`config.mk`:
```
export PLATFORM = sky130hd
export DESIGN_NAME = row_running_median_filter_unit_flat
export DESIGN_NICKNAME = d
export VERILOG_FILES = /design/src/rtl/core/rmf_pkg.sv /design/src/rtl/core/rmf_in_if.sv /design/src/rtl/core/rmf_out_if.sv /design/src/rtl/core/rmf_sort_cell.sv /design/src/rtl/core/rmf_sort_chain.sv /design/src/rtl/core/row_running_median_filter_unit.sv /design/src/flat_wrapper.sv
export SDC_FILE = /design/constraint.sdc
export NUM_CORES = 2
export LEC_CHECK = 0
export ABC_AREA = 1
export BUFFER_PORTS_ARGS = -buffer_cell sky130_fd_sc_hd__buf_4
export CAP_MARGIN = 15
export CORE_MARGIN = 4
export CORE_UTILIZATION = 36
export DETAILED_ROUTE_END_ITERATION = 10
export GPL_TIMING_DRIVEN = 0
export PLACE_DENSITY_LB_ADDON = 0.05
export SLEW_MARGIN = 40
export SYNTH_ARGS = -nofsm -noshare
export SYNTH_HDL_FRONTEND = slang
export SYNTH_SLANG_ARGS = --single-unit
```
`constraint.sdc`:
```
create_clock -name i_clk -period 26.6 [get_ports i_clk]
set_input_delay 5.32 -clock i_clk [delete_from_list [all_inputs] [get_ports i_clk]]
set_output_delay 5.32 -clock i_clk [all_outputs]
set_load 0.05 [all_outputs]
```
`src/rtl/core/rmf_pkg.sv`:
```
`default_nettype none
// ----------------------------------------------------------------------------
// rmf_pkg: shared types and constants of the row running median filter
// Field widths, register map and the data types that pass between the
// sorting cells and the controller.
// ----------------------------------------------------------------------------
package rmf_pkg;

    localparam int SAMPLE_W    = 17;
    localparam int MEDIAN_W    = 18;
    localparam int COL_OUT_W   = 12;
    localparam int ROW_WIDTH_W = 13;
    localparam int THR_W       = 16;

    localparam int APB_DATA_W  = 32;
    localparam int APB_ADDR_W  = 3;
    localparam int REG_IDX_LSB = 2;

    localparam logic REG_ROW_WIDTH   = 1'b0;
    localparam logic REG_SPIKE_THR   = 1'b1;

    localparam logic [ROW_WIDTH_W-1:0] ROW_WIDTH_RST = 13'd2160;
    localparam logic [THR_W-1:0]       SPIKE_THR_RST = 16'd5000;

    typedef logic signed [SAMPLE_W-1:0] t_sample;

    // One stored sample with its occupancy (or validity) bit.
    typedef struct packed {
        t_sample value;
        logic    occ;
    } t_cell;

    typedef struct packed {
        logic clear;
        logic insert;
        logic shift;
    } t_sort_ctrl;

endpackage
`default_nettype wire

```
`src/rtl/core/rmf_in_if.sv`:
```
`default_nettype none
// ----------------------------------------------------------------------------
// rmf_in_if: pixel request channel
// Carries one row pixel and its validity bit with a valid/ready handshake.
// ----------------------------------------------------------------------------
interface rmf_in_if;
    import rmf_pkg::*;

    logic    valid;
    logic    ready;
    t_sample sample;
    logic    sample_valid;

    modport source (output valid, output sample, output sample_valid, input ready);
    modport sink   (input valid, input sample, input sample_valid, output ready);
endinterface
`default_nettype wire

```
`src/rtl/core/rmf_out_if.sv`:
```
`default_nettype none
// ----------------------------------------------------------------------------
// rmf_out_if: median result channel
// Carries one window median with its column, spike flag and row-end marker.
// ----------------------------------------------------------------------------
interface rmf_out_if;
    import rmf_pkg::*;

    logic                        valid;
    logic                        ready;
    logic signed [MEDIAN_W-1:0]  median_x2;
    logic                        median_valid;
    logic        [COL_OUT_W-1:0] center_column;
    logic                        spike_flag;
    logic                        last_of_row;

    modport source (output valid, output median_x2, output median_valid,
                    output center_column, output spike_flag, output last_of_row,
                    input ready);
    modport sink   (input valid, input median_x2, input median_valid,
                    input center_column, input spike_flag, input last_of_row,
                    output ready);
endinterface
`default_nettype wire

```
`src/rtl/core/rmf_sort_cell.sv`:
```
`default_nettype none
// ----------------------------------------------------------------------------
// rmf_sort_cell: one cell of the insertion sorting chain
// Holds one sample. On insert it keeps its value, takes the new sample or
// takes its lower neighbour's value; on shift it takes its upper neighbour's.
// ----------------------------------------------------------------------------
module rmf_sort_cell (
    input  wire                      i_clk,
    input  wire                      i_rst_n,
    input  wire rmf_pkg::t_sort_ctrl i_ctrl,
    input  wire rmf_pkg::t_sample    i_x,
    input  wire rmf_pkg::t_cell      i_prev,
    input  wire                      i_prev_gt,
    input  wire rmf_pkg::t_cell      i_next,
    output rmf_pkg::t_cell           o_cell,
    output logic                     o_gt
);
    import rmf_pkg::*;

    t_cell r_cell;
    t_cell n_cell;

    assign o_gt   = !r_cell.occ || (r_cell.value > i_x);
    assign o_cell = r_cell;

    always_comb begin
        n_cell = r_cell;
        priority if (i_ctrl.clear) begin
            n_cell.occ = 1'b0;
        end else if (i_ctrl.insert && o_gt) begin
            n_cell = i_prev_gt ? i_prev : t_cell'{value: i_x, occ: 1'b1};
        end else if (i_ctrl.shift) begin
            n_cell = i_next;
        end else begin
            n_cell = r_cell;
        end
    end

    always_ff @(posedge i_clk) begin
        r_cell.value <= n_cell.value;
        if (!i_rst_n) begin
            r_cell.occ <= 1'b0;
        end else begin
            r_cell.occ <= n_cell.occ;
        end
    end

endmodule
`default_nettype wire

```
`src/rtl/core/rmf_sort_chain.sv`:
```
`default_nettype none
// ----------------------------------------------------------------------------
// rmf_sort_chain: row of sorting cells
// Keeps the inserted samples in ascending order from cell 0 upwards and
// shifts the row down towards cell 0 to bring the middle values forward.
// ----------------------------------------------------------------------------
module rmf_sort_chain #(
    parameter int N = 21
) (
    input  wire                      i_clk,
    input  wire                      i_rst_n,
    input  wire rmf_pkg::t_sort_ctrl i_ctrl,
    input  wire rmf_pkg::t_sample    i_x,
    output rmf_pkg::t_cell           o_lo,
    output rmf_pkg::t_cell           o_lo_next
);
    import rmf_pkg::*;

    t_cell w_cell [N];
    logic  w_gt   [N];

    for (genvar g = 0; g < N; g++) begin : g_cell
        t_cell w_prev;
        t_cell w_next;
        logic  w_prev_gt;

        if (g == 0) begin : g_first
            assign w_prev    = '0;
            assign w_prev_gt = 1'b0;
        end else begin : g_mid
            assign w_prev    = w_cell[g-1];
            assign w_prev_gt = w_gt[g-1];
        end

        if (g == N - 1) begin : g_last
            assign w_next = '0;
        end else begin : g_up
            assign w_next = w_cell[g+1];
        end

        rmf_sort_cell u_cell (
            .i_clk     (i_clk),
            .i_rst_n   (i_rst_n),
            .i_ctrl    (i_ctrl),
            .i_x       (i_x),
            .i_prev    (w_prev),
            .i_prev_gt (w_prev_gt),
            .i_next    (w_next),
            .o_cell    (w_cell[g]),
            .o_gt      (w_gt[g])
        );
    end

    assign o_lo      = w_cell[0];
    assign o_lo_next = w_cell[1];

endmodule
`default_nettype wire

```
`src/rtl/core/row_running_median_filter_unit.sv`:
```
`default_nettype none
// ----------------------------------------------------------------------------
// row_running_median_filter_unit: running median over a row with spike flag
// An item without a result passes only the idle state. For each result the
// window streams through the sorting chain, the middle value is shifted to
// the chain's head, the median is formed and the output register is loaded
// when it is empty or being read. No new item is taken until every result of
// the last one is loaded. A row-end item gives up to HALF_WINDOW+1 results
// one after another. Reset (synchronous, active low) empties the window, sets
// the column to zero and loads the register reset values.
// ----------------------------------------------------------------------------
module row_running_median_filter_unit #(
    parameter int HALF_WINDOW   = 10,
    parameter int MAX_ROW_WIDTH = 4096
) (
    input  wire                                i_clk,
    input  wire                                i_rst_n,
    rmf_in_if.sink                             i_pix,
    rmf_out_if.source                          o_res,
    input  wire                                psel,
    input  wire                                penable,
    input  wire                                pwrite,
    input  wire  [rmf_pkg::APB_ADDR_W-1:0]     paddr,
    input  wire  [rmf_pkg::APB_DATA_W-1:0]     pwdata,
    output logic [rmf_pkg::APB_DATA_W-1:0]     prdata,
    output logic                               pready
);
    import rmf_pkg::*;

    localparam int W   = 2 * HALF_WINDOW + 1;
    localparam int CW  = $clog2(MAX_ROW_WIDTH);
    localparam int SW  = ((CW > ROW_WIDTH_W) ? CW : ROW_WIDTH_W) + 2;
    localparam int TW  = $clog2(W);
    localparam int NW  = $clog2(W + 1);
    localparam int SHW = $clog2(HALF_WINDOW + 1);
    localparam int SPW = MEDIAN_W + 2;

    localparam logic signed [SW-1:0] S_ONE  = SW'(1);
    localparam logic signed [SW-1:0] S_HALF = SW'(HALF_WINDOW);
    localparam logic signed [SW-1:0] S_WM1  = SW'(W - 1);

    typedef enum logic [2:0] {
        S_IDLE,
        S_SCAN,
        S_SHIFT,
        S_SUM,
        S_EMIT
    } t_state;

    // Registers
    logic [ROW_WIDTH_W-1:0] r_row_width;
    logic [THR_W-1:0]       r_spike_thr;
    t_cell                  r_win [W];

    t_state                     r_state,    n_state;
    logic [CW-1:0]              r_colcnt,   n_colcnt;
    logic [CW-1:0]              r_col,      n_col;
    logic                       r_row_end,  n_row_end;
    logic [CW-1:0]              r_c,        n_c;
    logic [CW-1:0]              r_c_last,   n_c_last;
    logic signed [SW-1:0]       r_j,        n_j;
    logic [TW-1:0]              r_t,        n_t;
    logic [NW-1:0]              r_cnt,      n_cnt;
    logic [SHW-1:0]             r_shift,    n_shift;
    t_cell                      r_ctr,      n_ctr;
    logic signed [MEDIAN_W-1:0] r_mx2,      n_mx2;
    logic                       r_mval,     n_mval;
    logic                       r_out_valid, n_out_valid;
    logic signed [MEDIAN_W-1:0] r_o_mx2,    n_o_mx2;
    logic                       r_o_mval,   n_o_mval;
    logic [COL_OUT_W-1:0]       r_o_col,    n_o_col;
    logic                       r_o_spike,  n_o_spike;
    logic                       r_o_last,   n_o_last;

    // Combinational signals
    logic                 w_accept;
    logic                 w_cfg_wr;
    logic signed [SW-1:0] w_colcnt_s;
    logic signed [SW-1:0] w_col_s;
    logic signed [SW-1:0] w_rw_s;
    logic signed [SW-1:0] w_c_s;
    logic [SW-1:0]        w_c_wide;
    logic                 w_row_end;
    logic                 w_past_half;
    logic                 w_count_it;
    logic signed [SPW-1:0] w_lhs;
    logic signed [SPW-1:0] w_rhs;
    logic                 w_spike;
    t_sort_ctrl           w_ctrl;
    t_cell                w_lo;
    t_cell                w_lo_next;

    // Configuration port
    assign pready   = 1'b1;
    assign w_cfg_wr = psel && penable && pwrite && pready;

    always_ff @(posedge i_clk) begin
        if (!i_rst_n) begin
            r_row_width <= ROW_WIDTH_RST;
            r_spike_thr <= SPIKE_THR_RST;
        end else if (w_cfg_wr) begin
            unique case (paddr[REG_IDX_LSB])
                REG_ROW_WIDTH: r_row_width <= pwdata[ROW_WIDTH_W-1:0];
                REG_SPIKE_THR: r_spike_thr <= pwdata[THR_W-1:0];
                default:       r_row_width <= r_row_width;
            endcase
        end
    end

    always_comb begin
        unique case (paddr[REG_IDX_LSB])
            REG_ROW_WIDTH: prdata = APB_DATA_W'(r_row_width);
            REG_SPIKE_THR: prdata = APB_DATA_W'(r_spike_thr);
            default:       prdata = '0;
        endcase
    end

    // Window: shifts in a new pixel on each request and rotates once per
    // cycle while a result is being scanned, so entry 0 feeds the sorter.
    assign i_pix.ready = (r_state == S_IDLE);
    assign w_accept    = i_pix.valid && i_pix.ready;

    always_ff @(posedge i_clk) begin
        if (!i_rst_n) begin
            for (int k = 0; k < W; k++) begin
                r_win[k].occ <= 1'b0;
            end
        end else if (w_accept || (r_state == S_SCAN)) begin
            for (int k = 0; k < W - 1; k++) begin
                r_win[k] <= r_win[k+1];
            end
            r_win[W-1] <= w_accept ? t_cell'{value: i_pix.sample, occ: i_pix.sample_valid}
                                   : r_win[0];
        end
    end

    rmf_sort_chain #(
        .N (W)
    ) u_chain (
        .i_clk     (i_clk),
        .i_rst_n   (i_rst_n),
        .i_ctrl    (w_ctrl),
        .i_x       (r_win[0].value),
        .o_lo      (w_lo),
        .o_lo_next (w_lo_next)
    );

    assign w_colcnt_s  = $signed(SW'(r_colcnt));
    assign w_col_s     = $signed(SW'(r_col));
    assign w_rw_s      = $signed(SW'(r_row_width));
    assign w_c_s       = $signed(SW'(r_c));
    assign w_c_wide    = SW'(r_c);
    assign w_row_end   = w_colcnt_s >= (w_rw_s - S_ONE);
    assign w_past_half = r_colcnt >= CW'(HALF_WINDOW);

    assign w_count_it = r_win[0].occ
                     && (r_j >= (w_c_s - S_HALF)) && (r_j <= (w_c_s + S_HALF))
                     && (r_j >= S_HALF) && (r_j <= (w_rw_s - S_HALF - S_ONE));

    assign w_lhs   = SPW'(r_ctr.value) <<< 1;
    assign w_rhs   = SPW'(r_mx2) + $signed(SPW'({r_spike_thr, 1'b0}));
    assign w_spike = r_ctr.occ && r_mval && (w_lhs > w_rhs);

    always_comb begin
        n_state     = r_state;
        n_colcnt    = r_colcnt;
        n_col       = r_col;
        n_row_end   = r_row_end;
        n_c         = r_c;
        n_c_last    = r_c_last;
        n_j         = r_j;
        n_t         = r_t;
        n_cnt       = r_cnt;
        n_shift     = r_shift;
        n_ctr       = r_ctr;
        n_mx2       = r_mx2;
        n_mval      = r_mval;
        n_out_valid = r_out_valid && !o_res.ready;
        n_o_mx2     = r_o_mx2;
        n_o_mval    = r_o_mval;
        n_o_col     = r_o_col;
        n_o_spike   = r_o_spike;
        n_o_last    = r_o_last;
        w_ctrl      = '0;

        unique case (r_state)
            S_IDLE: begin
                if (w_accept) begin
                    n_col     = r_colcnt;
                    n_row_end = w_row_end;
                    if (w_row_end || (r_colcnt == CW'(MAX_ROW_WIDTH - 1))) begin
                        n_colcnt = '0;
                    end else begin
                        n_colcnt = r_colcnt + CW'(1);
                    end
                    if (w_past_half || w_row_end) begin
                        n_state      = S_SCAN;
                        n_c          = w_past_half ? (r_colcnt - CW'(HALF_WINDOW)) : '0;
                        n_c_last     = w_row_end ? r_colcnt : (r_colcnt - CW'(HALF_WINDOW));
                        n_j          = w_colcnt_s - S_WM1;
                        n_t          = '0;
                        n_cnt        = '0;
                        w_ctrl.clear = 1'b1;
                    end
                end
            end
            S_SCAN: begin
                n_j = r_j + S_ONE;
                n_t = r_t + TW'(1);
                if (w_count_it) begin
                    w_ctrl.insert = 1'b1;
                    n_cnt         = r_cnt + NW'(1);
                end
                if (r_j == w_c_s) begin
                    n_ctr = r_win[0];
                end
                if (r_t == TW'(W - 1)) begin
                    n_state = S_SHIFT;
                    n_shift = '0;
                    if (n_cnt != '0) begin
                        n_shift = SHW'((n_cnt - NW'(1)) >> 1);
                    end
                end
            end
            S_SHIFT: begin
                if (r_shift != '0) begin
                    w_ctrl.shift = 1'b1;
                    n_shift      = r_shift - SHW'(1);
                end else begin
                    n_state = S_SUM;
                end
            end
            S_SUM: begin
                n_mval = (r_cnt != '0);
                if (r_cnt == '0) begin
                    n_mx2 = '0;
                end else begin
                    n_mx2 = MEDIAN_W'(w_lo.value)
                          + MEDIAN_W'(r_cnt[0] ? w_lo.value : w_lo_next.value);
                end
                n_state = S_EMIT;
            end
            S_EMIT: begin
                if (!r_out_valid || o_res.ready) begin
                    n_out_valid = 1'b1;
                    n_o_mx2     = r_mx2;
                    n_o_mval    = r_mval;
                    n_o_col     = w_c_wide[COL_OUT_W-1:0];
                    n_o_spike   = w_spike;
                    n_o_last    = r_row_end && (r_c == r_col);
                    if (r_c == r_c_last) begin
                        n_state = S_IDLE;
                    end else begin
                        n_state      = S_SCAN;
                        n_c          = r_c + CW'(1);
                        n_j          = w_col_s - S_WM1;
                        n_t          = '0;
                        n_cnt        = '0;
                        w_ctrl.clear = 1'b1;
                    end
                end
            end
            default: begin
                n_state = S_IDLE;
            end
        endcase
    end

    always_ff @(posedge i_clk) begin
        r_col     <= n_col;
        r_row_end <= n_row_end;
        r_c       <= n_c;
        r_c_last  <= n_c_last;
        r_j       <= n_j;
        r_t       <= n_t;
        r_ctr     <= n_ctr;
        r_mx2     <= n_mx2;
        r_mval    <= n_mval;
        r_o_mx2   <= n_o_mx2;
        r_o_mval  <= n_o_mval;
        r_o_col   <= n_o_col;
        r_o_spike <= n_o_spike;
        r_o_last  <= n_o_last;
        if (!i_rst_n) begin
            r_state     <= S_IDLE;
            r_colcnt    <= '0;
            r_cnt       <= '0;
            r_shift     <= '0;
            r_out_valid <= 1'b0;
        end else begin
            r_state     <= n_state;
            r_colcnt    <= n_colcnt;
            r_cnt       <= n_cnt;
            r_shift     <= n_shift;
            r_out_valid <= n_out_valid;
        end
    end

    assign o_res.valid         = r_out_valid;
    assign o_res.median_x2     = r_o_mx2;
    assign o_res.median_valid  = r_o_mval;
    assign o_res.center_column = r_o_col;
    assign o_res.spike_flag    = r_o_spike;
    assign o_res.last_of_row   = r_o_last;

    // The scan visits every window entry exactly once before the shift phase.
    a_scan_length: assert property (@(posedge i_clk) disable iff (!i_rst_n)
        (r_state == S_SCAN && r_t == TW'(W - 1)) |=> (r_state == S_SHIFT))
        else $error("scan did not end after one pass of the window");

    // The sorter never holds more samples than the window has entries.
    a_count_bound: assert property (@(posedge i_clk) disable iff (!i_rst_n)
        (r_cnt <= NW'(W)))
        else $error("sorter sample count exceeds the window length");

    // When samples were counted, the head of the chain holds one of them.
    a_head_occupied: assert property (@(posedge i_clk) disable iff (!i_rst_n)
        (r_state == S_SUM && r_cnt != '0) |-> w_lo.occ)
        else $error("sorter head empty although samples were inserted");

    // A row end always returns the column counter to zero.
    a_row_restart: assert property (@(posedge i_clk) disable iff (!i_rst_n)
        (w_accept && w_row_end) |=> (r_colcnt == '0))
        else $error("column counter not cleared at the end of a row");

endmodule
`default_nettype wire

```
`src/flat_wrapper.sv`:
```
// flat-port wrapper written by rule: the top's interface ports become plain ports
module row_running_median_filter_unit_flat import rmf_pkg::*;
#(
    parameter int HALF_WINDOW   = 10,
    parameter int MAX_ROW_WIDTH = 4096
)
  (i_clk, i_rst_n, psel, penable, pwrite, paddr, pwdata, prdata, pready, i_pix_valid, i_pix_sample, i_pix_sample_valid, i_pix_ready, o_res_valid, o_res_median_x2, o_res_median_valid, o_res_center_column, o_res_spike_flag, o_res_last_of_row, o_res_ready);
  rmf_in_if i_pix_i ();
  rmf_out_if o_res_i ();
  input  wire i_clk;
  input  wire i_rst_n;
  input  wire psel;
  input  wire penable;
  input  wire pwrite;
  input  wire  [rmf_pkg::APB_ADDR_W-1:0] paddr;
  input  wire  [rmf_pkg::APB_DATA_W-1:0] pwdata;
  output logic [rmf_pkg::APB_DATA_W-1:0] prdata;
  output logic pready;
  input wire logic [$bits(i_pix_i.valid)-1:0] i_pix_valid;
  input wire logic [$bits(i_pix_i.sample)-1:0] i_pix_sample;
  input wire logic [$bits(i_pix_i.sample_valid)-1:0] i_pix_sample_valid;
  output wire logic [$bits(i_pix_i.ready)-1:0] i_pix_ready;
  output wire logic [$bits(o_res_i.valid)-1:0] o_res_valid;
  output wire logic [$bits(o_res_i.median_x2)-1:0] o_res_median_x2;
  output wire logic [$bits(o_res_i.median_valid)-1:0] o_res_median_valid;
  output wire logic [$bits(o_res_i.center_column)-1:0] o_res_center_column;
  output wire logic [$bits(o_res_i.spike_flag)-1:0] o_res_spike_flag;
  output wire logic [$bits(o_res_i.last_of_row)-1:0] o_res_last_of_row;
  input wire logic [$bits(o_res_i.ready)-1:0] o_res_ready;
  assign i_pix_i.valid = i_pix_valid;
  assign i_pix_i.sample = i_pix_sample;
  assign i_pix_i.sample_valid = i_pix_sample_valid;
  assign i_pix_ready = i_pix_i.ready;
  assign o_res_valid = o_res_i.valid;
  assign o_res_median_x2 = o_res_i.median_x2;
  assign o_res_median_valid = o_res_i.median_valid;
  assign o_res_center_column = o_res_i.center_column;
  assign o_res_spike_flag = o_res_i.spike_flag;
  assign o_res_last_of_row = o_res_i.last_of_row;
  assign o_res_i.ready = o_res_ready;
  row_running_median_filter_unit #(.HALF_WINDOW(HALF_WINDOW), .MAX_ROW_WIDTH(MAX_ROW_WIDTH)) u_core (.i_clk(i_clk), .i_rst_n(i_rst_n), .i_pix(i_pix_i), .o_res(o_res_i), .psel(psel), .penable(penable), .pwrite(pwrite), .paddr(paddr), .pwdata(pwdata), .prdata(prdata), .pready(pready));
endmodule
```
# --- Word level (Yosys, flattened, before mapping) ---
# Memory sizes are Yosys's and may differ from the RTL's.
# Index checks and enable logic that the tools add are counted.
totals:
  ff_bits: 559
  mem_bits_rw: 378
  output_inout_bits: 68
  mem_count: 1
memory_table:
  columns: ["memory", "words", "word_bits", "read_ports", "rd_clocked_by_memory_dff", "write_ports", "line_no", "text"]
  rows:
  - ["u_core.r_win", 21, 18, 21, 0, 21, "row_running_median_filter_unit.sv:53", "t_cell r_win [W];"]
classes:
  addsub: 17
  order_cmp: 28
  eq_ne: 16
  muxes: 133
  bitwise_logic: 24
  reduce_logical: 141
op_table:
  columns: ["op", "count"]
  rows:
  - ["2-to-1 mux 18 bit", 64]
  - ["> comparator 17 bit", 21]
  - ["2-to-1 mux 12 bit", 7]
  - ["one-hot mux 32 bit (2 select lines)", 1]
  - ["2-to-1 mux 15 bit", 4]
  - ["AND reduction 2 bit", 26]
  - ["nonzero test 2 bit", 23]
  - ["one-hot mux 15 bit (3 select lines)", 1]
  - ["2-to-1 mux 1 bit", 36]
  - ["logical AND 1 bit", 32]
  - ["<= comparator 15 bit", 2]
  - ["2-to-1 mux 5 bit", 6]
  - ["one-hot mux 5 bit (3 select lines)", 2]
  - ["subtractor 12 x 5 -> 13 bit, second input constant", 2]
  - ["logical OR 1 bit", 25]
  - ["adder 12 x 1 -> 12 bit, second input constant", 2]
  - ["equality test 12 bit", 2]
  - ["one-hot mux 12 bit (2 select lines)", 1]
  - ["logical NOT 1 bit", 23]
  - ["OR 1 bit", 21]
  - ["adder 18 x 18 -> 19 bit", 1]
  - ["> comparator 18 x 19 -> 1 bit", 1]
  - ["adder 17 x 18 -> 18 bit", 1]
  - ["adder 15 x 2 -> 15 bit, second input constant", 1]
  - ["35 further kinds", 54]

# --- Longest topological paths before layout ---
depth:
  depth_word: 12
  mapped_depth: 31
  ltp_nobuf: 31

# --- By module ---
# From an unflattened synthesis, not the netlist that was laid out.
hier_totals:
  cells_unflattened: 6367
  area_unflattened_um2: 57471.4
by_module_without_submodules:
  columns: ["mod", "instances", "cells_per_inst", "area_each_um2", "seq_area_each_um2"]
  rows:
  - ["rmf_sort_cell", 21, 202, 1559.0, 530.5]
  - ["row_running_median_filter_unit", 1, 2124, 24728.7, 16075.4]
  - ["rmf_sort_chain", 1, 1, 3.8, 0.0]

# --- Least setup slack after synthesis ---
# No wires, ideal clock.
synth_timing:
  path_kind: "input-to-reg"
  from: "input port i_rst_n"
  to: "memory u_core.r_win[17][0] in the netlist's numbering, data pin"
  setup_time_ns: 0.143
  arrival_time_ns: 24.613
  required_time_ns: 26.457
  setup_slack_ns: 1.844
  path_stages: 6
  path_buffers: 2
  path_cell_list: "clkbuf_1 -> inv_1 -> a21oi_1 -> inv_2 -> clkbuf_1 -> nor2_1"
synth_rtl:
  columns: ["item", "line_no", "text"]
  rows:
  - ["start, declared", "flat_wrapper.sv:11", "input wire i_rst_n;"]
  - ["end, declared", "row_running_median_filter_unit.sv:53", null]

# --- Final worst setup path ---
layout_timing:
  from: "input port paddr[2] in the netlist's numbering"
  to: "output port prdata[6] in the netlist's numbering"
layout_between:
  elab_chain_len: 2
layout_lines:
  columns: ["item", "line_no", "text"]
  rows:
  - ["start, declared", "flat_wrapper.sv:15", "input wire [rmf_pkg::APB_ADDR_W-1:0] paddr;"]
  - ["NOT 1 bit", "row_running_median_filter_unit.sv:111", "unique case (paddr[REG_IDX_LSB])"]
  - ["one-hot mux 32 bit (2 select lines) (*)", "row_running_median_filter_unit.sv:111", null]
  - ["end, declared", "flat_wrapper.sv:17", "output logic [rmf_pkg::APB_DATA_W-1:0] prdata;"]
# Every way passes the cells marked *; elsewhere a longest branch is shown, timed or not. The select of a mux whose other input is x is not followed.

==> results.yml <==
status:
  outcome: "finished clean"
detailed_routing:
  vias: 41389
  routed_wl_um: 177000
  drc: 0
  routedLengthMet1_um: 82500
  viasPerCell: 5.33
  wl_per_cell_um: 22.8
  highest_layer: "met4"
  dr.pass1.iters: 5
  drt-initial-drc-count: 3210
  routed-wl-met2_um: 78200
  wl_met3_um: 10100
  final_antenna_net_count: 0
cells_and_area:
  areaGrowthSynthToFinish_pct: 15.6
  drive_gt1_frac: 0.0879
  final_nets: 6306
cts:
  cts_root_buf: "clkbuf_16"
  cts_setup_buffers: 0
  path_clk_slew_ps: 60
  cts_tree: "built"
  clockBufferDepth: 3
  h-tree-depth: 3
  cts_sinks: 937
  clkLatencyLatePin_ps: 750
  cts_resized: 0
  cts_hold_buf: 0
  cts-buffers-inserted: 110
power_and_ir_drop:
  ir_drop_mv: 0.0533
  power_density_nw_per_um2: 64.7
  leakagePower_nw: 24.7
synth:
  syn_area_um2: 52200
  synthCells: 5480
  async_flop_share: 0
  synthFlopType: "edfxtp_1"
  synth_common_cells: "1176 x nand2_1, 845 x edfxtp_1, 560 x a21oi_1"
  yosys-top-cells-area: "edfxtp_1 49%, ha_1 12%, nand2_1 8.5%"
  ys_seq_area_frac: 0.521
  synth_cell_types: 65
  ys_warn_count: 0
  synth.top_cell.area_share: 0.486
  yosysTopAreaCell: "edfxtp_1"
  avgSynthCellArea_um2: 9.52
  yosysMostFrequentCell: "nand2_1"
  ys_ff_latch: 937
  synth-edff-count: 845
place:
  gp_congestion: 0.889
  post-dp-hpwl_um: 134000
  numPortBuffers: 91
floorplanning:
  rows: 139
  io_pins: 128
  initial_utilization: 0.363
  die_area_um2: 151000
  fp.dieH_um: 389
  die_w_um: 389
  core_um2: 144000
sta:
  post-route-period-util: 0.448
  finalMaxSlewViolations: 0
  hold_ws_ps: 390
  period_minus_slack_ps: 11930
  setup_viol: 0
  finalHoldViolations: 0
  clock_skew_ps: 50.2
  tightest_slew_ps: 830
  rsz0062_at_grt: "false"
  slew_headroom: 0.445
  tns_ps: 0
  fmax_mhz: 83.8
worst_setup_path:
  critical_path_class: "in -> out"
  cp.arrival_ps: 6610
  cp-end-kind: "primary output"
  critPathMaxFanout: 10
  crit_required_ps: 21280
  cp_cell_sequence: "buf_4 > clkbuf_1 > clkbuf_1 > nand2_1 > o21ai_0 > buf_4"
  cpMaxStageDelayCell: "clkbuf_1"
  startpoint_type: "input pin"
  max_stage_delay_ps: 400
grt:
  grt_pass1_wl_um: 262000
  grt_pass1_vias: 40259
  grt_usage: 0.229
  grt_overflow: 0
  antenna_found_initial: 7
  grt_max_degree: 23
min_path:
  hold_path_class: "reg -> reg"
job:
  maxCapViolCount: 0
[kinds of logic after synthesis]
logic type / Yosys count / synth area share
and+or+nand+nor: 2028 / 0.162
buffers and inverters: 644 / 0.0497
DFF: 937 / 0.521
AOI/OAI and AO/OA: 1283 / 0.133
other: 2 / 0.000144
xor gates and xnor gates: 101 / 0.0169
adders and majority gates: 485 / 0.117
[final cells by class]
type / instances / area [µm²]
Clock buffer: 153 / 3110
Inverter: 405 / 1520
Antenna cell: 1 / 2.50
Buffer: 239 / 1170
Clock inverter: 55 / 676
Timing Repair Buffer: 154 / 1750
Fill cell: 14118 / 83500
Tap cell: 1903 / 2380
Sequential cell: 937 / 27200
Multi-Input combinational cell: 3914 / 22500
[worst paths after layout]
check | slack (ps) | end | startpoint | cells after the start
worst max-delay path | 14670 | prdata[6] | paddr[2] | 6
worst min-delay path | 390 | u_core.r_win[2][1] | u_core.r_win[3][1] | 0
worst max register to register | 20450 | u_core.u_chain.g_cell[11].u_cell.o_cell[12] | u_core.r_row_width[1] | 26
worst min register to register | 390 | u_core.r_win[2][1] | u_core.r_win[3][1] | 0
[metrics by stage]
stage	util	total power, mW	instance area (µm²)	cells	setup slack (ps)
after CTS	0.419	3.94	60300	7760	14680
after global placement	0.385	2.35	55300	7489	-6830
after detailed placement	0.393	2.33	56500	7552	14680
after floorplan	-	2.13	52200	5495	1840
final	0.419	3.90	60300	7761	14670
after global routing	0.419	4.07	60300	7760	14580
[power breakdown]
| part | switching (mW) | internal [mW] | leakage [nW] |
|---|---|---|---|
| Clock | 0.658 | 0.946 | 1.83 |
| Combinational | 0.356 | 0.167 | 14.4 |
| Sequential | 0.0546 | 1.72 | 8.47 |
[layout by cell type (no fill, tap or decap), drive strengths merged, types with 11 or more instances in the layout]
| cell | n |
|---|---|
| nand3 | 196 |
| inv | 399 |
| nor2 | 417 |
| buf | 239 |
| a31oi | 36 |
| xnor2 | 24 |
| conb | 17 |
| nand2 | 1179 |
| dfxtp | 92 |
| a21oi | 561 |
| nand4 | 87 |
| o211ai | 66 |
| o21ai | 499 |
| clkinv | 40 |
| edfxtp | 845 |
| nor4 | 12 |
| nor3 | 85 |
| or2 | 26 |
| xor2 | 77 |
| clkbuf | 305 |
| o311ai | 11 |
| bufinv | 13 |
| a21o | 25 |
| ha | 483 |
| o22ai | 31 |
| or4 | 15 |
| o21a | 20 |
[worst max-delay path, delay by kind of cell]
kind,cells,cell delay (ps)
compound gates,1,140
buf+inv,4,1030
simple gates,1,120
[sequential cells by signal, summed over array words and instances, names as in the netlist, 5 cells and up]
name	flops
u_core.o_res.center_column	12
u_core.o_res.median_x2	18
u_core.r_c	12
u_core.r_c_last	12
u_core.r_cnt	5
u_core.r_col	12
u_core.r_colcnt	12
u_core.r_ctr	18
u_core.r_j	15
u_core.r_mx2	18
u_core.r_row_width	13
u_core.r_spike_thr	16
u_core.r_t	5
u_core.r_win	378
u_core.u_chain.g_cell.u_cell.o_cell	378
[layer usage]
metal  track usage  up-vias
li1              -    19974
met1         0.324    20045
met4        0.0776        0
met3        0.0378      247
met5             0        -
met2         0.359     1123
Note: power is estimated with default switching activity, not from simulation.
